File: config.mk
export PLATFORM = sky130hd
export DESIGN_NAME = motion_burst_energy_scorer
export DESIGN_NICKNAME = d
export VERILOG_FILES = /design/src/rtl/core/mbes_pkg.sv /design/src/rtl/core/motion_burst_energy_scorer.sv
export VERILOG_INCLUDE_DIRS = /design/src /design/src/rtl/core
export SDC_FILE = /design/constraint.sdc
export NUM_CORES = 1
export LEC_CHECK = 0
export ABC_CLOCK_PERIOD_IN_PS = 11220
export BUFFER_PORTS_ARGS = -buffer_cell sky130_fd_sc_hd__buf_4
export CAP_MARGIN = 0
export CELL_PAD_IN_SITES_DETAIL_PLACEMENT = 1
export CELL_PAD_IN_SITES_GLOBAL_PLACEMENT = 2
export CORE_MARGIN = 2
export CORE_UTILIZATION = 27
export CTS_BUF_LIST = sky130_fd_sc_hd__clkbuf_4 sky130_fd_sc_hd__clkbuf_8
export DETAILED_ROUTE_END_ITERATION = 7
export HOLD_SLACK_MARGIN = 0.02
export PLACE_DENSITY_LB_ADDON = 0.12
export RECOVER_POWER = 25
export SLEW_MARGIN = 20
export SYNTH_ARGS = -nofsm -noshare
export SYNTH_HDL_FRONTEND = slang
export SYNTH_SLANG_ARGS = --single-unit
File: constraint.sdc
create_clock -name clk_i -period 11.22 [get_ports clk_i]
set_input_delay 2.244 -clock clk_i [delete_from_list [all_inputs] [get_ports clk_i]]
set_output_delay 2.244 -clock clk_i [all_outputs]
set_load 0.05 [all_outputs]
File: src/rtl/core/motion_burst_energy_scorer_defines.svh
// Assertion macros shared by the motion burst energy scorer RTL.
// Both macros sample on clk_i and stay quiet while rst_ni is low.
`ifndef MOTION_BURST_ENERGY_SCORER_DEFINES_SVH
`define MOTION_BURST_ENERGY_SCORER_DEFINES_SVH

// The condition must hold at every clock edge outside reset.
`define MBES_ASSERT_ALWAYS(name, cond, msg) \
  name: assert property (@(posedge clk_i) disable iff (!rst_ni) (cond)) else $error(msg);

// When the trigger holds, the consequence must hold at the next clock edge.
`define MBES_ASSERT_NEXT(name, trig, cons, msg) \
  name: assert property (@(posedge clk_i) disable iff (!rst_ni) (trig) |=> (cons)) \
    else $error(msg);

`endif

File: src/rtl/core/mbes_pkg.sv
// Package for the motion burst energy scorer: constants, widths, state type.
// Used by motion_burst_energy_scorer; depends on nothing else.
`timescale 1ns / 1ps

package mbes_pkg;

  // Batch and capture lengths.
  localparam int unsigned BatchLen = 10;
  localparam int unsigned Windows  = 10;

  // Field and datapath widths.
  localparam int unsigned SampleW = 16;
  localparam int unsigned SumW    = 20;
  localparam int unsigned AbsW    = 20;
  localparam int unsigned EnergyW = 40;
  localparam int unsigned RootW   = 20;
  localparam int unsigned RemW    = 22;
  localparam int unsigned ScoreW  = 20;
  localparam int unsigned PunchW  = 16;
  localparam int unsigned TotalW  = 36;
  localparam int unsigned IdxW    = 4;
  localparam int unsigned CntW    = 6;
  localparam int unsigned PremW   = 17;
  localparam int unsigned InDataW  = 48;
  localparam int unsigned OutDataW = 80;

  // Sized forms of the constants used in compares.
  localparam logic [IdxW-1:0] BatchLenV = IdxW'(BatchLen);
  localparam logic [IdxW-1:0] WindowsV  = IdxW'(Windows);
  localparam logic [IdxW-1:0] IdleIdx   = 4'd15;
  localparam logic [4:0]      ScaleDiv  = 5'(BatchLen);

  // Last step of each serial loop.
  localparam logic [CntW-1:0] SqLast   = CntW'(AbsW - 1);
  localparam logic [CntW-1:0] RootLast = CntW'(RootW - 1);
  localparam logic [CntW-1:0] AvgLast  = CntW'(TotalW - 1);

  // Axis select codes.
  localparam logic [1:0] AxisX = 2'd0;
  localparam logic [1:0] AxisY = 2'd1;
  localparam logic [1:0] AxisZ = 2'd2;

  // Operation codes carried in tuser.
  localparam logic OpTap    = 1'b0;
  localparam logic OpSample = 1'b1;

  typedef enum logic [3:0] {
    ST_IDLE,
    ST_LOAD,
    ST_SQ,
    ST_ROOT,
    ST_SCALE,
    ST_CAPT,
    ST_SCORE,
    ST_AVG,
    ST_AVG_END,
    ST_EMIT
  } state_e;

  typedef struct packed {
    logic accept;
    logic emit;
  } ctrl_t;

endpackage

File: src/rtl/core/motion_burst_energy_scorer.sv
// A tap or a sample inside a batch goes from the input through ST_EMIT to the output register;
// a sample that closes a batch first runs three serial squares, a 20-step root and a 20-step
// divide by the batch length, and when it also ends a capture, a 36-step serial divide for the
// average. Throughput: one item in flight; the next transfer can be taken the cycle after the
// result enters the output register. Reset (rst_ni low, asynchronous) clears the control state
// and scores at once; the serial shift registers and the output data are not reset.
// Top level of the motion burst energy scorer; depends on mbes_pkg and the defines header.
`timescale 1ns / 1ps
`include "motion_burst_energy_scorer_defines.svh"

module motion_burst_energy_scorer (
  input  logic         clk_i,
  input  logic         rst_ni,
  input  logic         s_axis_tvalid,
  output logic         s_axis_tready,
  // accel_x [15:0], accel_y [31:16], accel_z [47:32]
  input  logic [47:0]  s_axis_tdata,
  // operation [0]
  input  logic [0:0]   s_axis_tuser,
  output logic         m_axis_tvalid,
  input  logic         m_axis_tready,
  // last_score [19:0], best_score [39:20], average_score [59:40],
  // punch_count [75:60], zero [79:76]
  output logic [79:0]  m_axis_tdata,
  // score_ready [0]
  output logic [0:0]   m_axis_tuser
);

  mbes_pkg::state_e state_q, state_d;
  mbes_pkg::ctrl_t  ctrl;

  logic        [mbes_pkg::IdxW-1:0]    batch_pos_q;
  logic        [mbes_pkg::SumW-1:0]    sum_x_q, sum_y_q, sum_z_q;
  logic        [mbes_pkg::IdxW-1:0]    window_q;
  logic        [mbes_pkg::ScoreW-1:0]  capture_q, best_q, last_q, avg_q;
  logic        [mbes_pkg::PunchW-1:0]  punches_q;
  logic        [mbes_pkg::TotalW-1:0]  total_q;
  logic        [mbes_pkg::EnergyW-1:0] work_q, mcand_q;
  logic        [mbes_pkg::AbsW-1:0]    mplier_q;
  logic        [1:0]                   axis_q;
  logic        [mbes_pkg::CntW-1:0]    cnt_q;
  logic        [mbes_pkg::RemW-1:0]    rem_q;
  logic        [mbes_pkg::RootW-1:0]   root_q;
  logic        [mbes_pkg::PremW-1:0]   prem_q;
  logic                                flag_q;
  logic                                out_valid_q;
  logic        [mbes_pkg::OutDataW-1:0] out_data_q;
  logic                                out_user_q;

  // Sign-extended sample fields and the new batch sums.
  logic [mbes_pkg::SumW-1:0] ext_x, ext_y, ext_z;
  logic [mbes_pkg::SumW-1:0] sum_x_d, sum_y_d, sum_z_d;
  logic [mbes_pkg::IdxW-1:0] batch_pos_d;
  logic                      batch_end;

  assign ext_x = {{(mbes_pkg::SumW - mbes_pkg::SampleW){s_axis_tdata[15]}},
                  s_axis_tdata[15:0]};
  assign ext_y = {{(mbes_pkg::SumW - mbes_pkg::SampleW){s_axis_tdata[31]}},
                  s_axis_tdata[31:16]};
  assign ext_z = {{(mbes_pkg::SumW - mbes_pkg::SampleW){s_axis_tdata[47]}},
                  s_axis_tdata[47:32]};
  assign sum_x_d     = sum_x_q + ext_x;
  assign sum_y_d     = sum_y_q + ext_y;
  assign sum_z_d     = sum_z_q + ext_z;
  assign batch_pos_d = batch_pos_q + 1'b1;
  assign batch_end   = (batch_pos_d == mbes_pkg::BatchLenV);

  // Magnitude of the batch sum that is squared next.
  logic [mbes_pkg::SumW-1:0] sel_sum;
  logic [mbes_pkg::AbsW-1:0] abs_val;

  always_comb begin
    case (axis_q)
      mbes_pkg::AxisX: sel_sum = sum_x_q;
      mbes_pkg::AxisY: sel_sum = sum_y_q;
      default:         sel_sum = sum_z_q;
    endcase
    abs_val = sel_sum[mbes_pkg::SumW-1] ? (~sel_sum + 1'b1) : sel_sum;
  end

  // One step of the digit-by-digit square root: two radicand bits per cycle.
  logic [mbes_pkg::RemW:0] rem_shift, root_trial, rem_sub;
  logic                    root_ge;

  assign rem_shift  = {rem_q[mbes_pkg::RemW-2:0],
                       work_q[mbes_pkg::EnergyW-1:mbes_pkg::EnergyW-2]};
  assign root_trial = {1'b0, root_q, 2'b01};
  assign root_ge    = (rem_shift >= root_trial);
  assign rem_sub    = rem_shift - root_trial;

  // One step of the restoring divide by the batch length.
  logic [4:0] scale_pr;
  logic       scale_ge;
  logic [4:0] scale_sub;

  assign scale_pr  = {prem_q[3:0], root_q[mbes_pkg::RootW-1]};
  assign scale_ge  = (scale_pr >= mbes_pkg::ScaleDiv);
  assign scale_sub = scale_pr - mbes_pkg::ScaleDiv;

  // One step of the restoring divide of the total by the punch count.
  logic [mbes_pkg::PremW-1:0] avg_pr, avg_sub;
  logic                       avg_ge;

  assign avg_pr  = {prem_q[mbes_pkg::PremW-2:0], work_q[mbes_pkg::TotalW-1]};
  assign avg_ge  = (avg_pr >= {1'b0, punches_q});
  assign avg_sub = avg_pr - {1'b0, punches_q};

  // Capture and total sums, both saturating.
  logic [mbes_pkg::ScoreW:0]   cap_sum;
  logic [mbes_pkg::ScoreW-1:0] cap_sat;
  logic [mbes_pkg::TotalW:0]   tot_sum;
  logic [mbes_pkg::TotalW-1:0] tot_sat;
  logic [mbes_pkg::IdxW-1:0]   window_d;

  assign cap_sum  = {1'b0, capture_q} + {1'b0, root_q};
  assign cap_sat  = cap_sum[mbes_pkg::ScoreW] ? '1 : cap_sum[mbes_pkg::ScoreW-1:0];
  assign tot_sum  = {1'b0, total_q} + (mbes_pkg::TotalW + 1)'(capture_q);
  assign tot_sat  = tot_sum[mbes_pkg::TotalW] ? '1 : tot_sum[mbes_pkg::TotalW-1:0];
  assign window_d = window_q + 1'b1;

  // Next state.
  always_comb begin
    state_d = state_q;
    case (state_q)
      mbes_pkg::ST_IDLE: begin
        if (s_axis_tvalid) begin
          if (s_axis_tuser[0] == mbes_pkg::OpSample && batch_end) begin
            state_d = mbes_pkg::ST_LOAD;
          end else begin
            state_d = mbes_pkg::ST_EMIT;
          end
        end
      end
      mbes_pkg::ST_LOAD: state_d = mbes_pkg::ST_SQ;
      mbes_pkg::ST_SQ: begin
        if (cnt_q == mbes_pkg::SqLast) begin
          state_d = (axis_q == mbes_pkg::AxisZ) ? mbes_pkg::ST_ROOT : mbes_pkg::ST_LOAD;
        end
      end
      mbes_pkg::ST_ROOT: begin
        if (cnt_q == mbes_pkg::RootLast) state_d = mbes_pkg::ST_SCALE;
      end
      mbes_pkg::ST_SCALE: begin
        if (cnt_q == mbes_pkg::RootLast) state_d = mbes_pkg::ST_CAPT;
      end
      mbes_pkg::ST_CAPT: begin
        if (window_q < mbes_pkg::WindowsV && window_d == mbes_pkg::WindowsV) begin
          state_d = mbes_pkg::ST_SCORE;
        end else begin
          state_d = mbes_pkg::ST_EMIT;
        end
      end
      mbes_pkg::ST_SCORE: state_d = mbes_pkg::ST_AVG;
      mbes_pkg::ST_AVG: begin
        if (cnt_q == mbes_pkg::AvgLast) state_d = mbes_pkg::ST_AVG_END;
      end
      mbes_pkg::ST_AVG_END: state_d = mbes_pkg::ST_EMIT;
      mbes_pkg::ST_EMIT: begin
        if (!out_valid_q || m_axis_tready) state_d = mbes_pkg::ST_IDLE;
      end
      default: state_d = mbes_pkg::ST_IDLE;
    endcase
  end

  // Handshake and strobe outputs of the sequencer.
  always_comb begin
    s_axis_tready = (state_q == mbes_pkg::ST_IDLE);
    ctrl.accept   = (state_q == mbes_pkg::ST_IDLE) && s_axis_tvalid;
    ctrl.emit     = (state_q == mbes_pkg::ST_EMIT) && (!out_valid_q || m_axis_tready);
  end

  // Sequencer state.
  always_ff @(posedge clk_i or negedge rst_ni) begin
    if (!rst_ni) begin
      state_q <= mbes_pkg::ST_IDLE;
    end else begin
      state_q <= state_d;
    end
  end

  // Block state and serial datapath.
  always_ff @(posedge clk_i or negedge rst_ni) begin
    if (!rst_ni) begin
      batch_pos_q <= '0;
      sum_x_q     <= '0;
      sum_y_q     <= '0;
      sum_z_q     <= '0;
      window_q    <= mbes_pkg::IdleIdx;
      capture_q   <= '0;
      punches_q   <= '0;
      best_q      <= '0;
      total_q     <= '0;
      last_q      <= '0;
      avg_q       <= '0;
      flag_q      <= 1'b0;
      axis_q      <= mbes_pkg::AxisX;
      cnt_q       <= '0;
    end else begin
      case (state_q)
        mbes_pkg::ST_IDLE: begin
          if (ctrl.accept) begin
            flag_q <= 1'b0;
            if (s_axis_tuser[0] == mbes_pkg::OpTap) begin
              if (punches_q != '1) punches_q <= punches_q + 1'b1;
              window_q  <= '0;
              capture_q <= '0;
            end else begin
              sum_x_q <= sum_x_d;
              sum_y_q <= sum_y_d;
              sum_z_q <= sum_z_d;
              if (batch_end) begin
                batch_pos_q <= '0;
                axis_q      <= mbes_pkg::AxisX;
              end else begin
                batch_pos_q <= batch_pos_d;
              end
            end
          end
        end
        mbes_pkg::ST_LOAD: cnt_q <= '0;
        mbes_pkg::ST_SQ: begin
          if (cnt_q == mbes_pkg::SqLast) begin
            cnt_q <= '0;
            if (axis_q == mbes_pkg::AxisZ) begin
              sum_x_q <= '0;
              sum_y_q <= '0;
              sum_z_q <= '0;
            end else begin
              axis_q <= axis_q + 1'b1;
            end
          end else begin
            cnt_q <= cnt_q + 1'b1;
          end
        end
        mbes_pkg::ST_ROOT, mbes_pkg::ST_SCALE: begin
          cnt_q <= (cnt_q == mbes_pkg::RootLast) ? '0 : cnt_q + 1'b1;
        end
        mbes_pkg::ST_CAPT: begin
          if (window_q < mbes_pkg::WindowsV) begin
            capture_q <= cap_sat;
            // The last window of a capture returns the index straight to idle.
            window_q  <= (window_d == mbes_pkg::WindowsV) ? mbes_pkg::IdleIdx : window_d;
          end
        end
        mbes_pkg::ST_SCORE: begin
          last_q   <= capture_q;
          if (capture_q > best_q) best_q <= capture_q;
          total_q  <= tot_sat;
          window_q <= mbes_pkg::IdleIdx;
          flag_q   <= 1'b1;
          cnt_q    <= '0;
        end
        mbes_pkg::ST_AVG: cnt_q <= cnt_q + 1'b1;
        mbes_pkg::ST_AVG_END: begin
          cnt_q <= '0;
          if (punches_q == '0) begin
            avg_q <= '0;
          end else if (|work_q[mbes_pkg::TotalW-1:mbes_pkg::ScoreW]) begin
            avg_q <= '1;
          end else begin
            avg_q <= work_q[mbes_pkg::ScoreW-1:0];
          end
        end
        default: ;
      endcase
    end
  end

  // Shift registers of the serial units; payload only, no reset needed.
  always_ff @(posedge clk_i) begin
    case (state_q)
      mbes_pkg::ST_IDLE: begin
        work_q <= '0;
      end
      mbes_pkg::ST_LOAD: begin
        mcand_q  <= {{(mbes_pkg::EnergyW - mbes_pkg::AbsW){1'b0}}, abs_val};
        mplier_q <= abs_val;
      end
      mbes_pkg::ST_SQ: begin
        // Shift-and-add square: one multiplier bit per cycle.
        if (mplier_q[0]) work_q <= work_q + mcand_q;
        mcand_q  <= {mcand_q[mbes_pkg::EnergyW-2:0], 1'b0};
        mplier_q <= {1'b0, mplier_q[mbes_pkg::AbsW-1:1]};
        rem_q    <= '0;
        root_q   <= '0;
      end
      mbes_pkg::ST_ROOT: begin
        work_q <= {work_q[mbes_pkg::EnergyW-3:0], 2'b00};
        rem_q  <= root_ge ? rem_sub[mbes_pkg::RemW-1:0] : rem_shift[mbes_pkg::RemW-1:0];
        root_q <= {root_q[mbes_pkg::RootW-2:0], root_ge};
        prem_q <= '0;
      end
      mbes_pkg::ST_SCALE: begin
        prem_q <= {{(mbes_pkg::PremW - 4){1'b0}},
                   (scale_ge ? scale_sub[3:0] : scale_pr[3:0])};
        root_q <= {root_q[mbes_pkg::RootW-2:0], scale_ge};
      end
      mbes_pkg::ST_SCORE: begin
        work_q <= {{(mbes_pkg::EnergyW - mbes_pkg::TotalW){1'b0}}, tot_sat};
        prem_q <= '0;
      end
      mbes_pkg::ST_AVG: begin
        // Quotient bits shift in where dividend bits shift out.
        work_q <= {{(mbes_pkg::EnergyW - mbes_pkg::TotalW){1'b0}},
                   work_q[mbes_pkg::TotalW-2:0], avg_ge};
        prem_q <= avg_ge ? avg_sub : avg_pr;
      end
      default: ;
    endcase
  end

  // Output register: holds one result until the sink takes the transfer.
  always_ff @(posedge clk_i or negedge rst_ni) begin
    if (!rst_ni) begin
      out_valid_q <= 1'b0;
    end else if (ctrl.emit) begin
      out_valid_q <= 1'b1;
    end else if (m_axis_tready) begin
      out_valid_q <= 1'b0;
    end
  end

  always_ff @(posedge clk_i) begin
    if (ctrl.emit) begin
      out_data_q <= {4'b0000, punches_q, avg_q, best_q, last_q};
      out_user_q <= flag_q;
    end
  end

  assign m_axis_tvalid   = out_valid_q;
  assign m_axis_tdata    = out_data_q;
  assign m_axis_tuser[0] = out_user_q;

  // Checks on the block's own state.
  `MBES_ASSERT_ALWAYS(a_batch_pos_range, batch_pos_q < mbes_pkg::BatchLenV,
                      "batch position reached the batch length")
  `MBES_ASSERT_ALWAYS(a_window_range,
                      (window_q == mbes_pkg::IdleIdx) || (window_q < mbes_pkg::WindowsV),
                      "window index outside capture range")
  `MBES_ASSERT_ALWAYS(a_best_covers_last, best_q >= last_q,
                      "best score below last score")
  `MBES_ASSERT_NEXT(a_punches_monotonic, 1'b1, punches_q >= $past(punches_q),
                    "punch count decreased")
  `MBES_ASSERT_NEXT(a_score_flags, state_q == mbes_pkg::ST_SCORE,
                    flag_q && (window_q == mbes_pkg::IdleIdx),
                    "capture end did not flag a score")

endmodule

* Yosys cells after proc, flatten, opt, wreduce, memory -nomap -nowiden
Index checks and enable logic that the tools add are counted.
** Word-level totals
- Logic and storage cells :: 169
- Bits of input ports :: 53
- Output and inout bits :: 83
- Register bits after elaboration :: 448
** Operators by class
- Bitwise operators :: 2
- Muxes and demuxes :: 59
- Equal/unequal tests :: 30
- Magnitude comparators :: 5
- Add/sub/neg operators :: 15
- Reductions and logical operators :: 34
** Operator list (number)
- 20-bit two-way mux :: 15
- 20-bit case mux with 2 select lines :: 6
- 40-bit case mux with 5 select lines :: 1
- 40-bit case mux with 2 select lines :: 1
- 20-bit adder :: 3
- 20-bit case mux with 3 select lines :: 1
- 4-bit two-way mux :: 14
- 16-bit case mux with 3 select lines :: 1
- 21-bit case mux with 2 select lines :: 1
- 40-bit adder :: 1
- 40-bit two-way mux :: 1
- 4-bit case mux with 10 select lines :: 1
- 36-bit by 20-bit adder with 37-bit output :: 1
- 36-bit two-way mux :: 1
- 23-bit by 22-bit >= comparator with 1-bit output :: 1
- 2-bit inequality test (second input constant) :: 11
- 20-bit by 20-bit adder with 21-bit output :: 1
- 21-bit two-way mux :: 1
- 21-bit subtractor :: 1
- 20-bit by 1-bit adder with 20-bit output (second input constant) :: 1
- 20-bit greater-than comparator :: 1
- 20-bit NOT :: 1
- 6-bit case mux with 3 select lines :: 1
- 17-bit by 16-bit >= comparator with 1-bit output :: 1
- 43 further kinds :: 77

* Logic depth before layout (Yosys ltp)
- Depth in word-level cells :: 6
- Gate-level depth with buffers :: 14
- Mapped depth without buffers :: 14

* Least setup slack after synthesis
Ideal clock, no wire load.
- Kind :: input port to flip-flop
- Start point :: in m_axis_tready
- End point :: reg out_data_q, in the netlist m_axis_tdata[0], enable pin
- Path slack :: 4.645 ns
- Cell stages on the path :: 2
- Arrival :: 6.037 ns
- Buffers on the path :: 0
- Library setup time :: 0.538 ns
- Required time :: 10.682 ns
- Path through :: inv_1 -> a21oi_1
** RTL lines
- start, declared :: line motion_burst_energy_scorer.sv:21 : input logic m_axis_tready,
- end signal, assigned :: line motion_burst_energy_scorer.sv:325 : out_data_q <= {4'b0000, punches_q, avg_q, best_q, last_q};
- end, declared :: line motion_burst_energy_scorer.sv:47 : logic [mbes_pkg::OutDataW-1:0] out_data_q;

* Final worst setup path
- Start point :: reg state_q[0]
- End point :: reg work_q[12] (netlist name) (data pin)
** Between the ends
- Cells in the longest elaborated chain, start to end :: 2
- Elaborated cells on any way between the ends :: 6
- Those cells by class :: eq/ne: 4; mux: 1; reduce/logical: 1
** Ends and longest elaborated chain
- start, declared :: line motion_burst_energy_scorer.sv:29 : mbes_pkg::state_e state_q, state_d;
- start signal, assigned :: line motion_burst_energy_scorer.sv:175 : state_q <= mbes_pkg::ST_IDLE;
- start signal, assigned :: line motion_burst_energy_scorer.sv:177 : state_q <= state_d;
- 4-bit by 3-bit == test with 1-bit output (tied with other cells) :: line motion_burst_energy_scorer.sv:271 : case (state_q)
- 40-bit case mux with 5 select lines * :: line motion_burst_energy_scorer.sv:271
- end signal, assigned :: line motion_burst_energy_scorer.sv:281 : if (mplier_q[0]) work_q <= work_q + mcand_q;
- end signal, assigned :: line motion_burst_energy_scorer.sv:288 : work_q <= {work_q[mbes_pkg::EnergyW-3:0], 2'b00};
- end signal, assigned :: line motion_burst_energy_scorer.sv:299 : work_q <= {{(mbes_pkg::EnergyW - mbes_pkg::TotalW){1'b0}}, tot_sat};
- end, declared :: line motion_burst_energy_scorer.sv:38 : logic [mbes_pkg::EnergyW-1:0] work_q, mcand_q;
Every way passes the cells marked *; elsewhere a longest branch is shown, timed or not.
A chain may end at the register's enable or synchronous reset.

==> reports/results.tsv <==
metric	value	unit
Most Frequent Cell on Critical Path	clkbuf_1	
Max clock buf depth	3	
Clock Skew	47.1	ps
Post-synth EDFFs	234	
Max rail drop VDD	0.122	mV
CTS buffer count	94	
met2 routed WL	41.5	mm
Pins Over Slew Limit	270	
r2r setup slk	5120	ps
Synth Cell Area	27600	µm²
layout cells sized above 1	0.133	
delay of the slowest critical-path stage	2110	ps
Hold Path Stages	0	
remaining antenna violation count	0	
Hold EP	m_axis_tdata[11]	
I/O Buffers	131	
Synth Flop Type	edfxtp_1	
root buf cell	clkbuf_8	
CP top delay family	buffers and inverters	
Layout area overhead	17.1	%
Synth Area in XOR/XNOR	0.0585	
DP Wirelength	66.1	mm
core area	101000	µm²
crit path max fanout	50	
Fin. Hold Viols	0	
Worst-path clk slew	70	ps
Die X	323	µm
H-tree depth	3	
Slowest-stage cell, CP	clkbuf_1	
main area contributors after synthesis	edfxtp_1, dfrtp_1, ha_1	
worst min path class	flip-flop to flip-flop	
final instance area	32300	µm²
setup bufs post-CTS	0	
register area share after synthesis	0.450	
die area	105000	µm²
CP Data Arrival Time	6560	ps
fin crit period	6100	ps
worst skew pair latency	740	ps
WL/cell	20.4	µm
setup ws final	5120	ps
Worst Setup Path Type	flip-flop to flip-flop	
post-synthesis cell count	2820	
crit end category	flip-flop	
startpoint types	flip-flop	
Crit path depth	6	
DRC	0	
num ports	136	
Worst-Margin Slew	3640	ps
TritonCTS clock tree	yes	
Placer Congestion	0.819	
status	finished with violations	
Worst Hold Launch	last_q[11]	
cell taking the most area after synthesis	edfxtp_1	
RSZ-0062 raised after global routing	no	
setup TNS	0	ps
commonest non-fill, non-tap cell in the layout	nand2_1	
share of the synthesized area in the top cell type	0.255	
Avg Synthesized Cell Area	9.77	µm²
crit path cell chain	clkbuf_1 -> inv_1 -> nand2_2 -> clkbuf_1 -> a21oi_1 -> a221o_1	
final wirelength	90.4	mm
die height	323	µm
CTS resizes	0	
routed vias/inst	4.97	
met1 wire length	43.1	mm
synthesized-area fraction occupied by adder cells	0.0986	
initial antenna violation count	3	
CP Data Required Time	11680	ps
worst r2r dst	work_q[12]	
gr usage total	0.175	
vias in the first global route	23761	
final period utilization	0.543	
simple-gate area share of the yosys netlist	0.152	
slew margin rel.	-1.42	
CP Buf/Inv Count	3	
Power Dens Cells	318	nW/µm²
Compound-Gate Fraction of Synth Area	0.191	
largest family of logic cells by synthesized area	compound AO/OA/AOI/OAI gates	
DP Worst Slack	6200	ps
vias after detailed routing	22030	
post-place instance area	30200	µm²
count of cell types in the netlist	101	
P_leak	14.1	nW
Starting Density	0.272	
Final Setup Violations	0	
largest net degree at the start of global routing	64	
Initial DRC Count	1184	
max_cap viols	7	
met3 WL post-DR	3.19	mm
standard-cell rows	117	
number of detailed-routing iterations run before antenna repair	5	
Post-CTS Hold Fix Bufs	0	
Max Freq	164	MHz
Critical R2R Launch	state_q[0]	
first-pass GRT wire length	142	mm
GR Overflow Total	0	
clk sinks	448	
DR top layer	met5	
most frequent cells in the layout	nand2_1, edfxtp_1, dfrtp_1	
FF+latch count, synth	448	
reg2reg path depth	6	
post-synthesis mux area share	0.0165	
FFs w/ async S/R, synth	0.478	
Synthesis Warnings	0	
Final #Nets	3246	
failing checks	capacitance limit, slew limit	
-- metal layers --
metal,up-vias,GRT usage
met5,-,0
met4,2,0.0592
met3,139,0.0247
met2,326,0.287
met1,10934,0.237
li1,10629,-
-- state kept, by name, indices dropped and copies added (netlist names), 20 cells and up --
register / count
last_q: 20
sum_z_q: 20
rem_q: 21
root_q: 20
mcand_q: 40
best_q: 20
mplier_q: 20
avg_q: 20
sum_x_q: 20
work_q: 40
total_q: 36
m_axis_tdata: 76
capture_q: 20
sum_y_q: 20
-- how the worst max path moves through the flow --
stage,from,end,slack (ps)
2_1_floorplan,m_axis_tready,m_axis_tdata[0],4640
3_3_place_gp,s_axis_tdata[16],sum_y_q[18],6190
3_5_place_dp,s_axis_tdata[16],sum_y_q[18],6200
4_1_cts,state_q[0],s_axis_tready,6520
5_1_grt,rst_ni,sum_z_q[10],4650
6_report,state_q[0],work_q[12],5120
-- logic make-up (layout without fill, tap and decap cells) --
| group | after synthesis | in the layout |
|---|---|---|
| and+or+nand+nor | 910 | 910 |
| AOI/OAI and AO/OA | 785 | 785 |
| DFF | 448 | 448 |
| buffers and inverters | 236 | 474 |
| adders and majority gates | 213 | 213 |
| xor gates and xnor gates | 184 | 184 |
| muxes | 43 | 43 |
| other | 1 | 5 |
-- per-stage QoR --
stage	power, W	std cells	util	hold slack [ps]
2_1_floorplan	0.00681	2823	-	425
3_3_place_gp	0.00827	4249	0.297	433
3_5_place_dp	0.00837	4250	0.297	433
4_1_cts	0.0104	4427	0.318	442
5_1_grt	0.0112	4430	0.318	457
6_report	0.0103	4430	0.318	442
-- cell usage after synthesis (85+ instances only) --
library cell,instances
nand2_1,390
edfxtp_1,234
dfrtp_1,210
ha_1,206
a21oi_1,199
nor2_1,174
o21ai_0,161
inv_1,127
xnor2_1,111
a21o_1,90
clkbuf_1,85
-- power by group --
| part | switching [W] | internal (W) | leakage, nW |
|---|---|---|---|
| clock | 0.000829 | 0.00115 | 1.13 |
| sequential | 0.000562 | 0.00252 | 4.87 |
| combinational | 0.00318 | 0.00205 | 8.09 |
| total | 0.00457 | 0.00571 | 14.1 |
-- worst reg2reg max path, cell delays in order (launching register included) --
cell and delay (ps):
dfrtp_1 320, clkbuf_1 1260, inv_1 870, nand2_2 410, clkbuf_1 2110, a21oi_1 420, a221o_1 440
-- area by class of cell --
cell class | count | area, µm²
fillers | 11499 | 69200
diodes | 1 | 2.50
inverters | 127 | 477
flip-flops and latches | 448 | 12400
clock buffers | 139 | 1760
clock inverters | 38 | 357
multi-input cells | 2139 | 14300
repair buffers | 170 | 1270
well taps | 1368 | 1710
(Power assumes the default switching activity.)
